File: src/sv/multilevel_feedback_queue_scheduler_macros.svh
// Assertion macros shared by the scheduler modules.
// Needs clk_i and rst_ni in the scope of every module that uses them.
`ifndef MULTILEVEL_FEEDBACK_QUEUE_SCHEDULER_MACROS_SVH
`define MULTILEVEL_FEEDBACK_QUEUE_SCHEDULER_MACROS_SVH

// Checks a property on every rising clock edge outside reset.
`define MLFQ_ASSERT(lbl, prop, msg) \
  lbl: assert property (@(posedge clk_i) disable iff (!rst_ni) prop) else $error(msg);

// Checks that a condition never holds on a rising clock edge outside reset.
`define MLFQ_ASSERT_NEVER(lbl, expr, msg) \
  lbl: assert property (@(posedge clk_i) disable iff (!rst_ni) !(expr)) else $error(msg);

`endif

File: src/sv/mlfq_pkg.sv
// Shared types and constants of the feedback-queue scheduler.
// Used by the controller, the datapath and the top level; depends on nothing.
package mlfq_pkg;

  localparam int unsigned MAX_THREADS = 64;
  localparam int unsigned ID_W        = 6;
  localparam int unsigned ACT_W       = 3;
  localparam int unsigned LVL_W       = 2;
  localparam int unsigned RUN_LVL_W   = 3;
  localparam int unsigned NUM_Q       = 5;
  localparam int unsigned Q_W         = 3;

  localparam logic [Q_W-1:0]   Q_TOP   = 3'd3;
  localparam logic [Q_W-1:0]   Q_BLK   = 3'd4;
  localparam logic [LVL_W-1:0] LVL_TOP = 2'd3;

  typedef enum logic [ACT_W-1:0] {
    ACT_CREATE = 3'd0,
    ACT_EXPIRE = 3'd1,
    ACT_YIELD  = 3'd2,
    ACT_EXIT   = 3'd3,
    ACT_BLOCK  = 3'd4,
    ACT_WAKE   = 3'd5,
    ACT_BOOST  = 3'd6
  } act_e;

  typedef enum logic [3:0] {
    OP_NONE,
    OP_LOAD,
    OP_CREATE,
    OP_RD_CUR,
    OP_REQUEUE,
    OP_PUSH_BLK,
    OP_PICK,
    OP_PICK_LINK,
    OP_WAKE_INIT,
    OP_WAKE_RD,
    OP_WAKE_PUSH,
    OP_MERGE,
    OP_WALK_INIT,
    OP_BOOST_WR,
    OP_BOOST_NX,
    OP_FINISH
  } op_e;

  typedef struct packed {
    op_e  op;
    logic dec;
  } cmd_t;

  typedef struct packed {
    logic cur_valid;
    logic blk_nonempty;
    logic top_nonempty;
    logic pick_found;
    logic pick_more;
    logic walk_end;
    logic merge_last;
    logic out_busy;
  } sts_t;

endpackage

File: src/sv/mlfq_ctrl.sv
// Controller state machine of the feedback-queue scheduler.
// Depends on mlfq_pkg; drives the datapath through mlfq_pkg::cmd_t.
`include "multilevel_feedback_queue_scheduler_macros.svh"

module mlfq_ctrl (
  input  logic                           clk_i,
  input  logic                           rst_ni,
  input  logic                           in_valid_i,
  output logic                           in_ready_o,
  input  logic [mlfq_pkg::ACT_W-1:0]     action_i,
  input  mlfq_pkg::sts_t                 sts_i,
  output mlfq_pkg::cmd_t                 cmd_o
);

  typedef enum logic [3:0] {
    S_IDLE,
    S_CREATE,
    S_RD_LVL,
    S_REQUEUE,
    S_BLOCK,
    S_PICK,
    S_PICK_LINK,
    S_WAKE_INIT,
    S_WAKE_RD,
    S_WAKE_PUSH,
    S_MERGE,
    S_BOOST_CHK,
    S_BOOST_WR,
    S_BOOST_NX,
    S_RD_OUT,
    S_FINISH
  } state_e;

  state_e         state_q, state_d;
  logic           in_ready_q;
  mlfq_pkg::act_e act_q;
  logic           accept;

  assign accept     = in_valid_i && in_ready_q;
  assign in_ready_o = in_ready_q;

  always_comb begin
    state_d    = state_q;
    cmd_o.op   = mlfq_pkg::OP_NONE;
    cmd_o.dec  = (act_q == mlfq_pkg::ACT_EXPIRE);
    case (state_q)
      S_IDLE: begin
        if (accept) begin
          cmd_o.op = mlfq_pkg::OP_LOAD;
          case (mlfq_pkg::act_e'(action_i))
            mlfq_pkg::ACT_CREATE: state_d = S_CREATE;
            mlfq_pkg::ACT_EXPIRE, mlfq_pkg::ACT_YIELD: begin
              state_d = sts_i.cur_valid ? S_RD_LVL : S_PICK;
            end
            mlfq_pkg::ACT_EXIT: state_d = S_PICK;
            mlfq_pkg::ACT_BLOCK: begin
              state_d = sts_i.cur_valid ? S_BLOCK : S_PICK;
            end
            mlfq_pkg::ACT_WAKE: begin
              state_d = sts_i.blk_nonempty ? S_WAKE_INIT : S_RD_OUT;
            end
            mlfq_pkg::ACT_BOOST: state_d = S_MERGE;
            default: state_d = S_RD_OUT;
          endcase
        end
      end
      S_CREATE: begin
        cmd_o.op = mlfq_pkg::OP_CREATE;
        state_d  = S_RD_OUT;
      end
      S_RD_LVL: begin
        cmd_o.op = mlfq_pkg::OP_RD_CUR;
        state_d  = S_REQUEUE;
      end
      S_REQUEUE: begin
        cmd_o.op = mlfq_pkg::OP_REQUEUE;
        state_d  = S_PICK;
      end
      S_BLOCK: begin
        cmd_o.op = mlfq_pkg::OP_PUSH_BLK;
        state_d  = S_PICK;
      end
      S_PICK: begin
        cmd_o.op = mlfq_pkg::OP_PICK;
        state_d  = (sts_i.pick_found && sts_i.pick_more) ? S_PICK_LINK : S_RD_OUT;
      end
      S_PICK_LINK: begin
        cmd_o.op = mlfq_pkg::OP_PICK_LINK;
        state_d  = S_RD_OUT;
      end
      S_WAKE_INIT: begin
        cmd_o.op = mlfq_pkg::OP_WAKE_INIT;
        state_d  = S_WAKE_RD;
      end
      S_WAKE_RD: begin
        cmd_o.op = mlfq_pkg::OP_WAKE_RD;
        state_d  = S_WAKE_PUSH;
      end
      S_WAKE_PUSH: begin
        cmd_o.op = mlfq_pkg::OP_WAKE_PUSH;
        state_d  = sts_i.walk_end ? S_RD_OUT : S_WAKE_RD;
      end
      S_MERGE: begin
        cmd_o.op = mlfq_pkg::OP_MERGE;
        state_d  = sts_i.merge_last ? S_BOOST_CHK : S_MERGE;
      end
      S_BOOST_CHK: begin
        if (sts_i.top_nonempty) begin
          cmd_o.op = mlfq_pkg::OP_WALK_INIT;
          state_d  = S_BOOST_WR;
        end else begin
          state_d = S_RD_OUT;
        end
      end
      S_BOOST_WR: begin
        cmd_o.op = mlfq_pkg::OP_BOOST_WR;
        state_d  = sts_i.walk_end ? S_RD_OUT : S_BOOST_NX;
      end
      S_BOOST_NX: begin
        cmd_o.op = mlfq_pkg::OP_BOOST_NX;
        state_d  = S_BOOST_WR;
      end
      S_RD_OUT: begin
        cmd_o.op = mlfq_pkg::OP_RD_CUR;
        state_d  = S_FINISH;
      end
      S_FINISH: begin
        if (!sts_i.out_busy) begin
          cmd_o.op = mlfq_pkg::OP_FINISH;
          state_d  = S_IDLE;
        end
      end
      default: state_d = S_IDLE;
    endcase
  end

  always_ff @(posedge clk_i or negedge rst_ni) begin
    if (!rst_ni) begin
      state_q    <= S_IDLE;
      in_ready_q <= 1'b1;
      act_q      <= mlfq_pkg::ACT_CREATE;
    end else begin
      state_q    <= state_d;
      in_ready_q <= (state_d == S_IDLE);
      if (accept) begin
        act_q <= mlfq_pkg::act_e'(action_i);
      end
    end
  end

  `MLFQ_ASSERT(a_accept_drops_ready, (in_valid_i && in_ready_o) |=> !in_ready_o, "ready stayed high after a word was taken")
  `MLFQ_ASSERT(a_ready_only_idle, in_ready_o |-> (state_q == S_IDLE), "ready high outside the idle state")
  `MLFQ_ASSERT_NEVER(a_finish_when_busy, (cmd_o.op == mlfq_pkg::OP_FINISH) && sts_i.out_busy, "result written over a pending word")

endmodule

File: src/sv/mlfq_dp.sv
// Datapath of the feedback-queue scheduler: queue registers, level and link memories.
// Depends on mlfq_pkg; executes mlfq_pkg::cmd_t and reports mlfq_pkg::sts_t.
`include "multilevel_feedback_queue_scheduler_macros.svh"

module mlfq_dp #(
  parameter int unsigned MAX_THREADS_P = mlfq_pkg::MAX_THREADS
) (
  input  logic                              clk_i,
  input  logic                              rst_ni,
  input  logic [mlfq_pkg::ID_W-1:0]         thread_id_i,
  input  mlfq_pkg::cmd_t                    cmd_i,
  output mlfq_pkg::sts_t                    sts_o,
  input  logic                              out_ready_i,
  output logic                              out_valid_o,
  output logic                              dispatched_o,
  output logic                              run_valid_o,
  output logic [mlfq_pkg::ID_W-1:0]         run_id_o,
  output logic [mlfq_pkg::RUN_LVL_W-1:0]    run_level_o
);

  localparam int unsigned TW        = $clog2(MAX_THREADS_P);
  localparam int unsigned ID_W      = mlfq_pkg::ID_W;
  localparam int unsigned LVL_W     = mlfq_pkg::LVL_W;
  localparam int unsigned RUN_LVL_W = mlfq_pkg::RUN_LVL_W;
  localparam int unsigned NUM_Q     = mlfq_pkg::NUM_Q;
  localparam int unsigned Q_W       = mlfq_pkg::Q_W;
  localparam int unsigned NUM_IDS   = 2 ** ID_W;

  logic [TW-1:0] id_mod [NUM_IDS];

  for (genvar g = 0; g < NUM_IDS; g++) begin : g_id_mod
    localparam int unsigned ModV = g % MAX_THREADS_P;
    assign id_mod[g] = TW'(ModV);
  end

  logic [LVL_W-1:0] lvl_mem  [MAX_THREADS_P];
  logic [TW-1:0]    link_mem [MAX_THREADS_P];

  logic [TW-1:0]    head_q [NUM_Q];
  logic [TW-1:0]    head_d [NUM_Q];
  logic [TW-1:0]    tail_q [NUM_Q];
  logic [TW-1:0]    tail_d [NUM_Q];
  logic [NUM_Q-1:0] ne_q, ne_d;

  logic [TW-1:0]    cur_q, cur_d;
  logic             cur_valid_q, cur_valid_d;
  logic [TW-1:0]    id_q, id_d;
  logic [TW-1:0]    x_q, x_d;
  logic [TW-1:0]    last_q, last_d;
  logic [TW-1:0]    cnt_q, cnt_d;
  logic [1:0]       bq_q, bq_d;
  logic [1:0]       pq_q, pq_d;
  logic             disp_q, disp_d;
  logic [LVL_W-1:0] lvl_rd_q;
  logic [TW-1:0]    link_rd_q;

  logic                 out_valid_q, out_valid_d;
  logic                 dispatched_q, dispatched_d;
  logic                 run_valid_q, run_valid_d;
  logic [ID_W-1:0]      run_id_q, run_id_d;
  logic [RUN_LVL_W-1:0] run_level_q, run_level_d;

  logic             lvl_we, lvl_re, link_we, link_re;
  logic [TW-1:0]    lvl_waddr, lvl_raddr, link_waddr, link_raddr, link_wdata;
  logic [LVL_W-1:0] lvl_wdata;

  logic             push_en;
  logic [Q_W-1:0]   push_q;
  logic [TW-1:0]    push_id;

  logic             pick_found, pick_more;
  logic [1:0]       pick_lvl;
  logic [Q_W-1:0]   pick_qi, bq_qi;
  logic [TW-1:0]    pick_head;
  logic [LVL_W-1:0] req_lvl;

  always_comb begin
    if (ne_q[3]) begin
      pick_lvl = 2'd3;
    end else if (ne_q[2]) begin
      pick_lvl = 2'd2;
    end else if (ne_q[1]) begin
      pick_lvl = 2'd1;
    end else begin
      pick_lvl = 2'd0;
    end
  end

  assign pick_found = |ne_q[3:0];
  assign pick_qi    = {1'b0, pick_lvl};
  assign pick_head  = head_q[pick_qi];
  assign pick_more  = (pick_head != tail_q[pick_qi]);
  assign bq_qi      = {1'b0, bq_q};
  assign req_lvl    = (cmd_i.dec && (lvl_rd_q != '0)) ? lvl_rd_q - 2'd1 : lvl_rd_q;

  always_comb begin
    head_d       = head_q;
    tail_d       = tail_q;
    ne_d         = ne_q;
    cur_d        = cur_q;
    cur_valid_d  = cur_valid_q;
    id_d         = id_q;
    x_d          = x_q;
    last_d       = last_q;
    cnt_d        = cnt_q;
    bq_d         = bq_q;
    pq_d         = pq_q;
    disp_d       = disp_q;
    out_valid_d  = out_valid_q && !out_ready_i;
    dispatched_d = dispatched_q;
    run_valid_d  = run_valid_q;
    run_id_d     = run_id_q;
    run_level_d  = run_level_q;
    lvl_we       = 1'b0;
    lvl_re       = 1'b0;
    link_we      = 1'b0;
    link_re      = 1'b0;
    lvl_waddr    = cur_q;
    lvl_raddr    = cur_q;
    lvl_wdata    = mlfq_pkg::LVL_TOP;
    link_waddr   = tail_q[mlfq_pkg::Q_TOP];
    link_raddr   = x_q;
    link_wdata   = '0;
    push_en      = 1'b0;
    push_q       = mlfq_pkg::Q_TOP;
    push_id      = cur_q;

    case (cmd_i.op)
      mlfq_pkg::OP_LOAD: begin
        id_d   = id_mod[thread_id_i];
        disp_d = 1'b0;
        bq_d   = 2'd2;
      end
      mlfq_pkg::OP_CREATE: begin
        lvl_we    = 1'b1;
        lvl_waddr = id_q;
        lvl_wdata = mlfq_pkg::LVL_TOP;
        push_en   = 1'b1;
        push_q    = mlfq_pkg::Q_TOP;
        push_id   = id_q;
      end
      mlfq_pkg::OP_RD_CUR: begin
        lvl_re    = 1'b1;
        lvl_raddr = cur_q;
      end
      mlfq_pkg::OP_REQUEUE: begin
        lvl_we    = 1'b1;
        lvl_waddr = cur_q;
        lvl_wdata = req_lvl;
        push_en   = 1'b1;
        push_q    = {1'b0, req_lvl};
        push_id   = cur_q;
      end
      mlfq_pkg::OP_PUSH_BLK: begin
        push_en = 1'b1;
        push_q  = mlfq_pkg::Q_BLK;
        push_id = cur_q;
      end
      mlfq_pkg::OP_PICK: begin
        if (pick_found) begin
          cur_d       = pick_head;
          cur_valid_d = 1'b1;
          disp_d      = 1'b1;
          pq_d        = pick_lvl;
          if (pick_more) begin
            link_re    = 1'b1;
            link_raddr = pick_head;
          end else begin
            ne_d[pick_qi] = 1'b0;
          end
        end else begin
          cur_valid_d = 1'b0;
        end
      end
      mlfq_pkg::OP_PICK_LINK: begin
        head_d[{1'b0, pq_q}] = link_rd_q;
      end
      mlfq_pkg::OP_WAKE_INIT: begin
        x_d                   = head_q[mlfq_pkg::Q_BLK];
        last_d                = tail_q[mlfq_pkg::Q_BLK];
        ne_d[mlfq_pkg::Q_BLK] = 1'b0;
        cnt_d                 = '0;
      end
      mlfq_pkg::OP_WAKE_RD: begin
        lvl_re     = 1'b1;
        lvl_raddr  = x_q;
        link_re    = 1'b1;
        link_raddr = x_q;
      end
      mlfq_pkg::OP_WAKE_PUSH: begin
        push_en = 1'b1;
        push_q  = {1'b0, lvl_rd_q};
        push_id = x_q;
        x_d     = link_rd_q;
        cnt_d   = cnt_q + TW'(1);
      end
      mlfq_pkg::OP_MERGE: begin
        if (ne_q[bq_qi]) begin
          if (ne_q[mlfq_pkg::Q_TOP]) begin
            link_we    = 1'b1;
            link_waddr = tail_q[mlfq_pkg::Q_TOP];
            link_wdata = head_q[bq_qi];
          end else begin
            head_d[mlfq_pkg::Q_TOP] = head_q[bq_qi];
            ne_d[mlfq_pkg::Q_TOP]   = 1'b1;
          end
          tail_d[mlfq_pkg::Q_TOP] = tail_q[bq_qi];
          ne_d[bq_qi]             = 1'b0;
        end
        bq_d = bq_q - 2'd1;
      end
      mlfq_pkg::OP_WALK_INIT: begin
        x_d    = head_q[mlfq_pkg::Q_TOP];
        last_d = tail_q[mlfq_pkg::Q_TOP];
        cnt_d  = '0;
      end
      mlfq_pkg::OP_BOOST_WR: begin
        lvl_we     = 1'b1;
        lvl_waddr  = x_q;
        lvl_wdata  = mlfq_pkg::LVL_TOP;
        link_re    = 1'b1;
        link_raddr = x_q;
      end
      mlfq_pkg::OP_BOOST_NX: begin
        x_d   = link_rd_q;
        cnt_d = cnt_q + TW'(1);
      end
      mlfq_pkg::OP_FINISH: begin
        out_valid_d  = 1'b1;
        dispatched_d = disp_q;
        run_valid_d  = cur_valid_q;
        run_id_d     = cur_valid_q ? ID_W'(cur_q) : '0;
        run_level_d  = cur_valid_q ? ({1'b0, lvl_rd_q} + RUN_LVL_W'(1)) : '0;
      end
      default: begin
      end
    endcase

    if (push_en) begin
      if (ne_q[push_q]) begin
        link_we    = 1'b1;
        link_waddr = tail_q[push_q];
        link_wdata = push_id;
      end else begin
        head_d[push_q] = push_id;
        ne_d[push_q]   = 1'b1;
      end
      tail_d[push_q] = push_id;
    end
  end

  always_ff @(posedge clk_i) begin
    if (lvl_we) begin
      lvl_mem[lvl_waddr] <= lvl_wdata;
    end
    if (lvl_re) begin
      lvl_rd_q <= lvl_mem[lvl_raddr];
    end
    if (link_we) begin
      link_mem[link_waddr] <= link_wdata;
    end
    if (link_re) begin
      link_rd_q <= link_mem[link_raddr];
    end
  end

  always_ff @(posedge clk_i or negedge rst_ni) begin
    if (!rst_ni) begin
      for (int i = 0; i < NUM_Q; i++) begin
        head_q[i] <= '0;
        tail_q[i] <= '0;
      end
      ne_q        <= '0;
      cur_q       <= '0;
      cur_valid_q <= 1'b0;
      out_valid_q <= 1'b0;
    end else begin
      head_q      <= head_d;
      tail_q      <= tail_d;
      ne_q        <= ne_d;
      cur_q       <= cur_d;
      cur_valid_q <= cur_valid_d;
      out_valid_q <= out_valid_d;
    end
  end

  always_ff @(posedge clk_i) begin
    id_q         <= id_d;
    x_q          <= x_d;
    last_q       <= last_d;
    cnt_q        <= cnt_d;
    bq_q         <= bq_d;
    pq_q         <= pq_d;
    disp_q       <= disp_d;
    dispatched_q <= dispatched_d;
    run_valid_q  <= run_valid_d;
    run_id_q     <= run_id_d;
    run_level_q  <= run_level_d;
  end

  assign sts_o.cur_valid    = cur_valid_q;
  assign sts_o.blk_nonempty = ne_q[mlfq_pkg::Q_BLK];
  assign sts_o.top_nonempty = ne_q[mlfq_pkg::Q_TOP];
  assign sts_o.pick_found   = pick_found;
  assign sts_o.pick_more    = pick_more;
  assign sts_o.walk_end     = (x_q == last_q) || (cnt_q == TW'(MAX_THREADS_P - 1));
  assign sts_o.merge_last   = (bq_q == 2'd0);
  assign sts_o.out_busy     = out_valid_q && !out_ready_i;

  assign out_valid_o  = out_valid_q;
  assign dispatched_o = dispatched_q;
  assign run_valid_o  = run_valid_q;
  assign run_id_o     = run_id_q;
  assign run_level_o  = run_level_q;

  `MLFQ_ASSERT(a_pick_runs, ((cmd_i.op == mlfq_pkg::OP_PICK) && pick_found) |=> cur_valid_q, "dispatch left nothing running")
  `MLFQ_ASSERT(a_idle_word_zero, (out_valid_q && !run_valid_q) |-> ((run_id_q == '0) && (run_level_q == '0)), "idle result carries a thread")
  `MLFQ_ASSERT_NEVER(a_blk_push_src, push_en && (push_q == mlfq_pkg::Q_BLK) && (cmd_i.op != mlfq_pkg::OP_PUSH_BLK), "thread pushed to the blocked list by a wrong operation")

endmodule

File: src/sv/multilevel_feedback_queue_scheduler.sv
// Four-level feedback-queue thread scheduler, top level.
// Depends on mlfq_pkg, mlfq_ctrl and mlfq_dp.
//
// Each accepted word (action, thread id) yields exactly one result word
// (dispatched, run valid, run id, run level). Items are handled one at a time.
// Wake-all walks the blocked list, and boost walks the top-level list after
// merging the lower levels into it. Every list walk goes through the level and
// link memories one entry per step, since each has a single read port.
// A finished result is held in an output register, so a stalled consumer only
// delays the next result, not the next accept.
module multilevel_feedback_queue_scheduler #(
  parameter int unsigned MAX_THREADS_P = mlfq_pkg::MAX_THREADS
) (
  input  logic                              clk_i,
  input  logic                              rst_ni,
  input  logic                              in_valid_i,
  output logic                              in_ready_o,
  input  logic [mlfq_pkg::ACT_W-1:0]        action_i,
  input  logic [mlfq_pkg::ID_W-1:0]         thread_id_i,
  output logic                              out_valid_o,
  input  logic                              out_ready_i,
  output logic                              dispatched_o,
  output logic                              run_valid_o,
  output logic [mlfq_pkg::ID_W-1:0]         run_id_o,
  output logic [mlfq_pkg::RUN_LVL_W-1:0]    run_level_o
);

  mlfq_pkg::cmd_t cmd;
  mlfq_pkg::sts_t sts;

  mlfq_ctrl u_ctrl (
    .clk_i      (clk_i),
    .rst_ni     (rst_ni),
    .in_valid_i (in_valid_i),
    .in_ready_o (in_ready_o),
    .action_i   (action_i),
    .sts_i      (sts),
    .cmd_o      (cmd)
  );

  mlfq_dp #(
    .MAX_THREADS_P (MAX_THREADS_P)
  ) u_dp (
    .clk_i        (clk_i),
    .rst_ni       (rst_ni),
    .thread_id_i  (thread_id_i),
    .cmd_i        (cmd),
    .sts_o        (sts),
    .out_ready_i  (out_ready_i),
    .out_valid_o  (out_valid_o),
    .dispatched_o (dispatched_o),
    .run_valid_o  (run_valid_o),
    .run_id_o     (run_id_o),
    .run_level_o  (run_level_o)
  );

endmodule
File: config.mk
export PLATFORM = sky130hd
export DESIGN_NAME = multilevel_feedback_queue_scheduler
export DESIGN_NICKNAME = d
export VERILOG_FILES = /design/src/sv/mlfq_pkg.sv /design/src/sv/mlfq_ctrl.sv /design/src/sv/mlfq_dp.sv /design/src/sv/multilevel_feedback_queue_scheduler.sv
export VERILOG_INCLUDE_DIRS = /design/src /design/src/sv
export SDC_FILE = /design/constraint.sdc
export NUM_CORES = 1
export LEC_CHECK = 0
export BUFFER_PORTS_ARGS = -buffer_cell sky130_fd_sc_hd__buf_2
export CORE_MARGIN = 1.5
export CORE_UTILIZATION = 55
export DETAILED_ROUTE_END_ITERATION = 8
export MAX_ROUTING_LAYER = met4
export PLACE_DENSITY = 0.79
export RECOVER_POWER = 50
export SYNTH_ARGS = -nofsm -noshare
export SYNTH_HDL_FRONTEND = slang
export SYNTH_SLANG_ARGS = --single-unit
File: constraint.sdc
create_clock -name clk_i -period 3.8 [get_ports clk_i]
set_input_delay 0.38 -clock clk_i [delete_from_list [all_inputs] [get_ports clk_i]]
set_output_delay 0.38 -clock clk_i [all_outputs]
set_load 0.05 [all_outputs]
==> results.py <==
metrics = {
    "synthesis": {
        "synth.distinct_cells": 81,
        "synthMuxAreaShare": 0.0949,
        "synth_ff_type": "edfxtp_1",
        "synth_compound_area_frac": 0.119,
        "synth-seq-area-share": 0.648,
        "synth_edf_count": 560,
        "synthAdderAreaFrac": 0.00301,
        "synth-xor-area-share": 0.00361,
        "syn-num-nets": 2202,
        "synthArstFlopShare": 0.126,
        "yosysWarnings": 0,
        "synthCells": 2182,
        "synth_top_family_by_area": "compound AO/OA/AOI/OAI gates",
        "avgSynthCellArea_um2": 13.3,
        "ys_ff_latch": 641,
        "syn_area_um2": 29100,
        "synthSimpleGateAreaFrac": 0.0993,
    },
    "sta": {
        "slew_headroom": -0.427,
        "min_period_over_period": 1.07,
        "final_hold_viol_count": 0,
        "fmax_mhz": 245,
        "period_minus_slack_ns": 4.07,
        "grt_setup_unrepaired": "true",
        "maxSlewViolCount": 82,
        "setup_ws_ns": -0.274,
        "fin_worst_skew_ns": 0.0161,
        "final-setup-viol-count": 353,
        "worst_pin_slew_ns": 2.14,
    },
    "min_path": {
        "hold_path_depth": 2,
        "hold_end": "u_ctrl.act_q[1]$_DFFE_PN0P_",
        "min_path_type": "input pin to flop",
        "worst_hold_startpoint": "action_i[1]",
    },
    "global_routing": {
        "antenna_found_initial": 0,
        "overflow": 0,
        "grt_use_total": 0.322,
        "grt_pass1_wl_mm": 125,
        "grt_pass1_vias": 20600,
        "grt_max_degree": 82,
    },
    "die": {
        "fp-row-count": 84,
        "dieHeight_um": 233,
        "dieArea_um2": 54300,
        "die_x_um": 233,
        "initial_core_util": 0.555,
        "io_pins": 26,
        "core_area_um2": 52400,
    },
    "drt": {
        "viasPerCell": 6.47,
        "drtAntennaViolNets": 0,
        "wl_mm": 86.1,
        "num_vias": 21000,
        "first_pass_iters": 5,
        "dr.first_iter.drc_count": 2532,
        "route.detailed.drc": 0,
        "wire_per_inst_um": 26.5,
    },
    "place": {
        "place_ws_ns": -0.762,
        "hpwl_mm": 54.5,
        "portBuffers": 25,
        "place_inst": 3089,
        "gp_congestion": 1.04,
    },
    "cells_and_area": {
        "final_common_cell": "edfxtp_1",
        "layout-drive-gt1-share": 0.317,
        "area_delta_synth_final_pct": 25.8,
        "fin_cells": 3244,
        "fillers": 3304,
        "n_antenna_cell": 0,
        "mostFrequentLayoutCells": "560 x edfxtp_1, 257 x buf_4, 221 x nand2_1",
        "finalNetCount": 2527,
    },
    "setup_path": {
        "cp_max_fo": 7,
        "worstSetupEndpointType": "flop",
        "rr_startpoint": "u_dp.ne_q[1]$_DFF_PN0_",
        "critPathArrivalTime_ns": 4.42,
        "criticalPathCategory": "flop to flop",
        "r2r_cells": 17,
        "reg2reg_to": "u_dp.link_rd_q[3]$_DFFE_PP_",
        "start_kind": "flop",
        "crit_required_ns": 4.15,
        "reg2reg_slack_ns": -0.27,
    },
    "power_and_ir_drop": {
        "p_leak_uw": 0.0136,
        "pwr_density_cell_nw_per_um2": 801,
        "peakVddDrop_mv": 0.564,
    },
    "clock_network": {
        "clock-sinks": 641,
        "tritoncts": "done",
        "root_buffer": "clkbuf_16",
        "insertion_delay_ns": 0.62,
        "clk_path_buf_depth": 3,
        "clk_pin_slew_ns": 0.06,
        "htreeDepth": 3,
        "numCtsBuffers": 66,
    },
    "run_status": {
        "status": "finished, violations left",
        "violations": "capacitance limit, slew limit, setup timing",
    },
    "job": {
        "cap_violations": 1,
    },
}
## final cells by class
type	instances	area [um^2]	share of cell area
Tap cell	688	861	0.0235
Inverter	75	282	0.00770
Multi-Input combinational cell	1328	10700	0.293
Clock buffer	80	1800	0.0492
Timing Repair Buffer	395	3670	0.100
Clock inverter	37	409	0.0112
Sequential cell	641	18800	0.515
## flip-flops by register name, indices dropped and copies added (netlist names), 30 cells and up
register / count
u_dp.link_mem: 384
u_dp.lvl_mem: 128
u_dp.head_q: 30
u_dp.tail_q: 30
## synthesized netlist by cell type, types with 8 or more instances
| cell | instances | area, um^2 |
|---|---|---|
| nand2b_1 | 26 | 163 |
| o21ai_0 | 34 | 170 |
| buf_6 | 9 | 101 |
| a211o_1 | 15 | 131 |
| nand3_1 | 25 | 125 |
| inv_1 | 74 | 278 |
| nor4_1 | 30 | 188 |
| clkbuf_1 | 80 | 300 |
| o221ai_1 | 23 | 201 |
| mux2i_1 | 107 | 1070 |
| nand4_1 | 8 | 50.1 |
| a22o_1 | 8 | 70.1 |
| nor3_1 | 17 | 85.1 |
| a21oi_1 | 90 | 450 |
| a22oi_1 | 25 | 188 |
| nor3b_1 | 9 | 67.6 |
| nor2_1 | 202 | 758 |
| and2_1 | 27 | 169 |
| a211oi_1 | 146 | 1100 |
| buf_2 | 39 | 195 |
| nand2_1 | 232 | 871 |
| edfxtp_1 | 560 | 16800 |
| nor2b_1 | 22 | 138 |
| a221oi_1 | 18 | 158 |
| dfrtp_1 | 80 | 2000 |
| mux4_2 | 48 | 1080 |
| o31ai_1 | 8 | 60.1 |
| o22a_1 | 9 | 78.8 |
| a2111oi_0 | 19 | 166 |
| mux2_2 | 42 | 473 |
| a31oi_1 | 22 | 138 |
## what timing repair did
item,4_1_cts,5_1_grt
gates cloned,3,1
resized for setup,154,222
endpoints found under the hold margin,6,0
hold buffers,6,0
pin swaps,36,68
setup endpoints to repair,390,390
setup buffers,18,20
## cell families after synthesis
| kind of cell | Yosys count |
|---|---|
| buf+inv | 215 |
| fa+ha+maj | 7 |
| simple gates | 631 |
| compound gates | 471 |
| flops | 641 |
| mux | 205 |
| xor+xnor | 12 |
## per-layer routing
| layer | GRT usage | wire [um] | up-vias |
|---|---|---|---|
| met1 | 0.400 | 32100 | 10400 |
| met5 | - | 0 | - |
| met3 | 0.0560 | 7610 | 311 |
| met2 | 0.510 | 41200 | 1291 |
| met4 | 0.163 | 5200 | 0 |
| li1 | - | - | 9043 |
## worst max path at each step
stage,startpoint,endpoint,slack (ns)
after floorplan,u_dp.lvl_rd_q[0]$_DFFE_PP_,u_dp.link_mem[0][0]$_DFFE_PP_,0.04
after global placement,u_dp.ne_q[1]$_DFF_PN0_,u_dp.link_rd_q[4]$_DFFE_PP_,-0.62
after detailed placement,u_dp.ne_q[1]$_DFF_PN0_,u_dp.link_rd_q[4]$_DFFE_PP_,-0.76
after CTS,u_dp.ne_q[1]$_DFF_PN0_,u_dp.link_rd_q[0]$_DFFE_PP_,-0.19
after global routing,u_dp.ne_q[1]$_DFF_PN0_,u_dp.link_rd_q[3]$_DFFE_PP_,-0.41
final,u_dp.ne_q[1]$_DFF_PN0_,u_dp.link_rd_q[3]$_DFFE_PP_,-0.27
## critical path, stage by stage (launching register included)
cell,delay (ns)
dfrtp_2,0.49
buf_6,0.17
mux2i_4,0.28
o21ai_1,0.11
a211oi_2,0.27
buf_4,0.16
a2111oi_4,0.04
buf_6,0.16
buf_6,0.12
a21o_4,0.23
buf_6,0.13
mux2i_4,0.19
buf_12,0.17
buf_6,0.12
a211oi_1,0.54
o41ai_4,0.23
a211oi_1,0.30
nor4_2,0.08
## where the power goes
part | switching, uW | total [uW] | internal (uW)
clock network | 2670 | 6650 | 3980
logic | 7830 | 13300 | 5510
registers | 767 | 9330 | 8560
## metrics by stage
stage	instance area, um^2	TNS [ns]	utilization	total power (uW)	hold WS [ns]
after floorplan	29100	0	-	15400	0.0844
after detailed placement	32400	-42.38	0.617	20400	0.449
after global placement	32400	-20.56	0.617	20200	0.444
after global routing	36600	-62.35	0.698	30200	0.137
after CTS	35600	-1.11	0.678	28100	0.0163
final	36600	-21.09	0.698	29300	0.135
No activity file was read; power rests on OpenSTA's default activity.
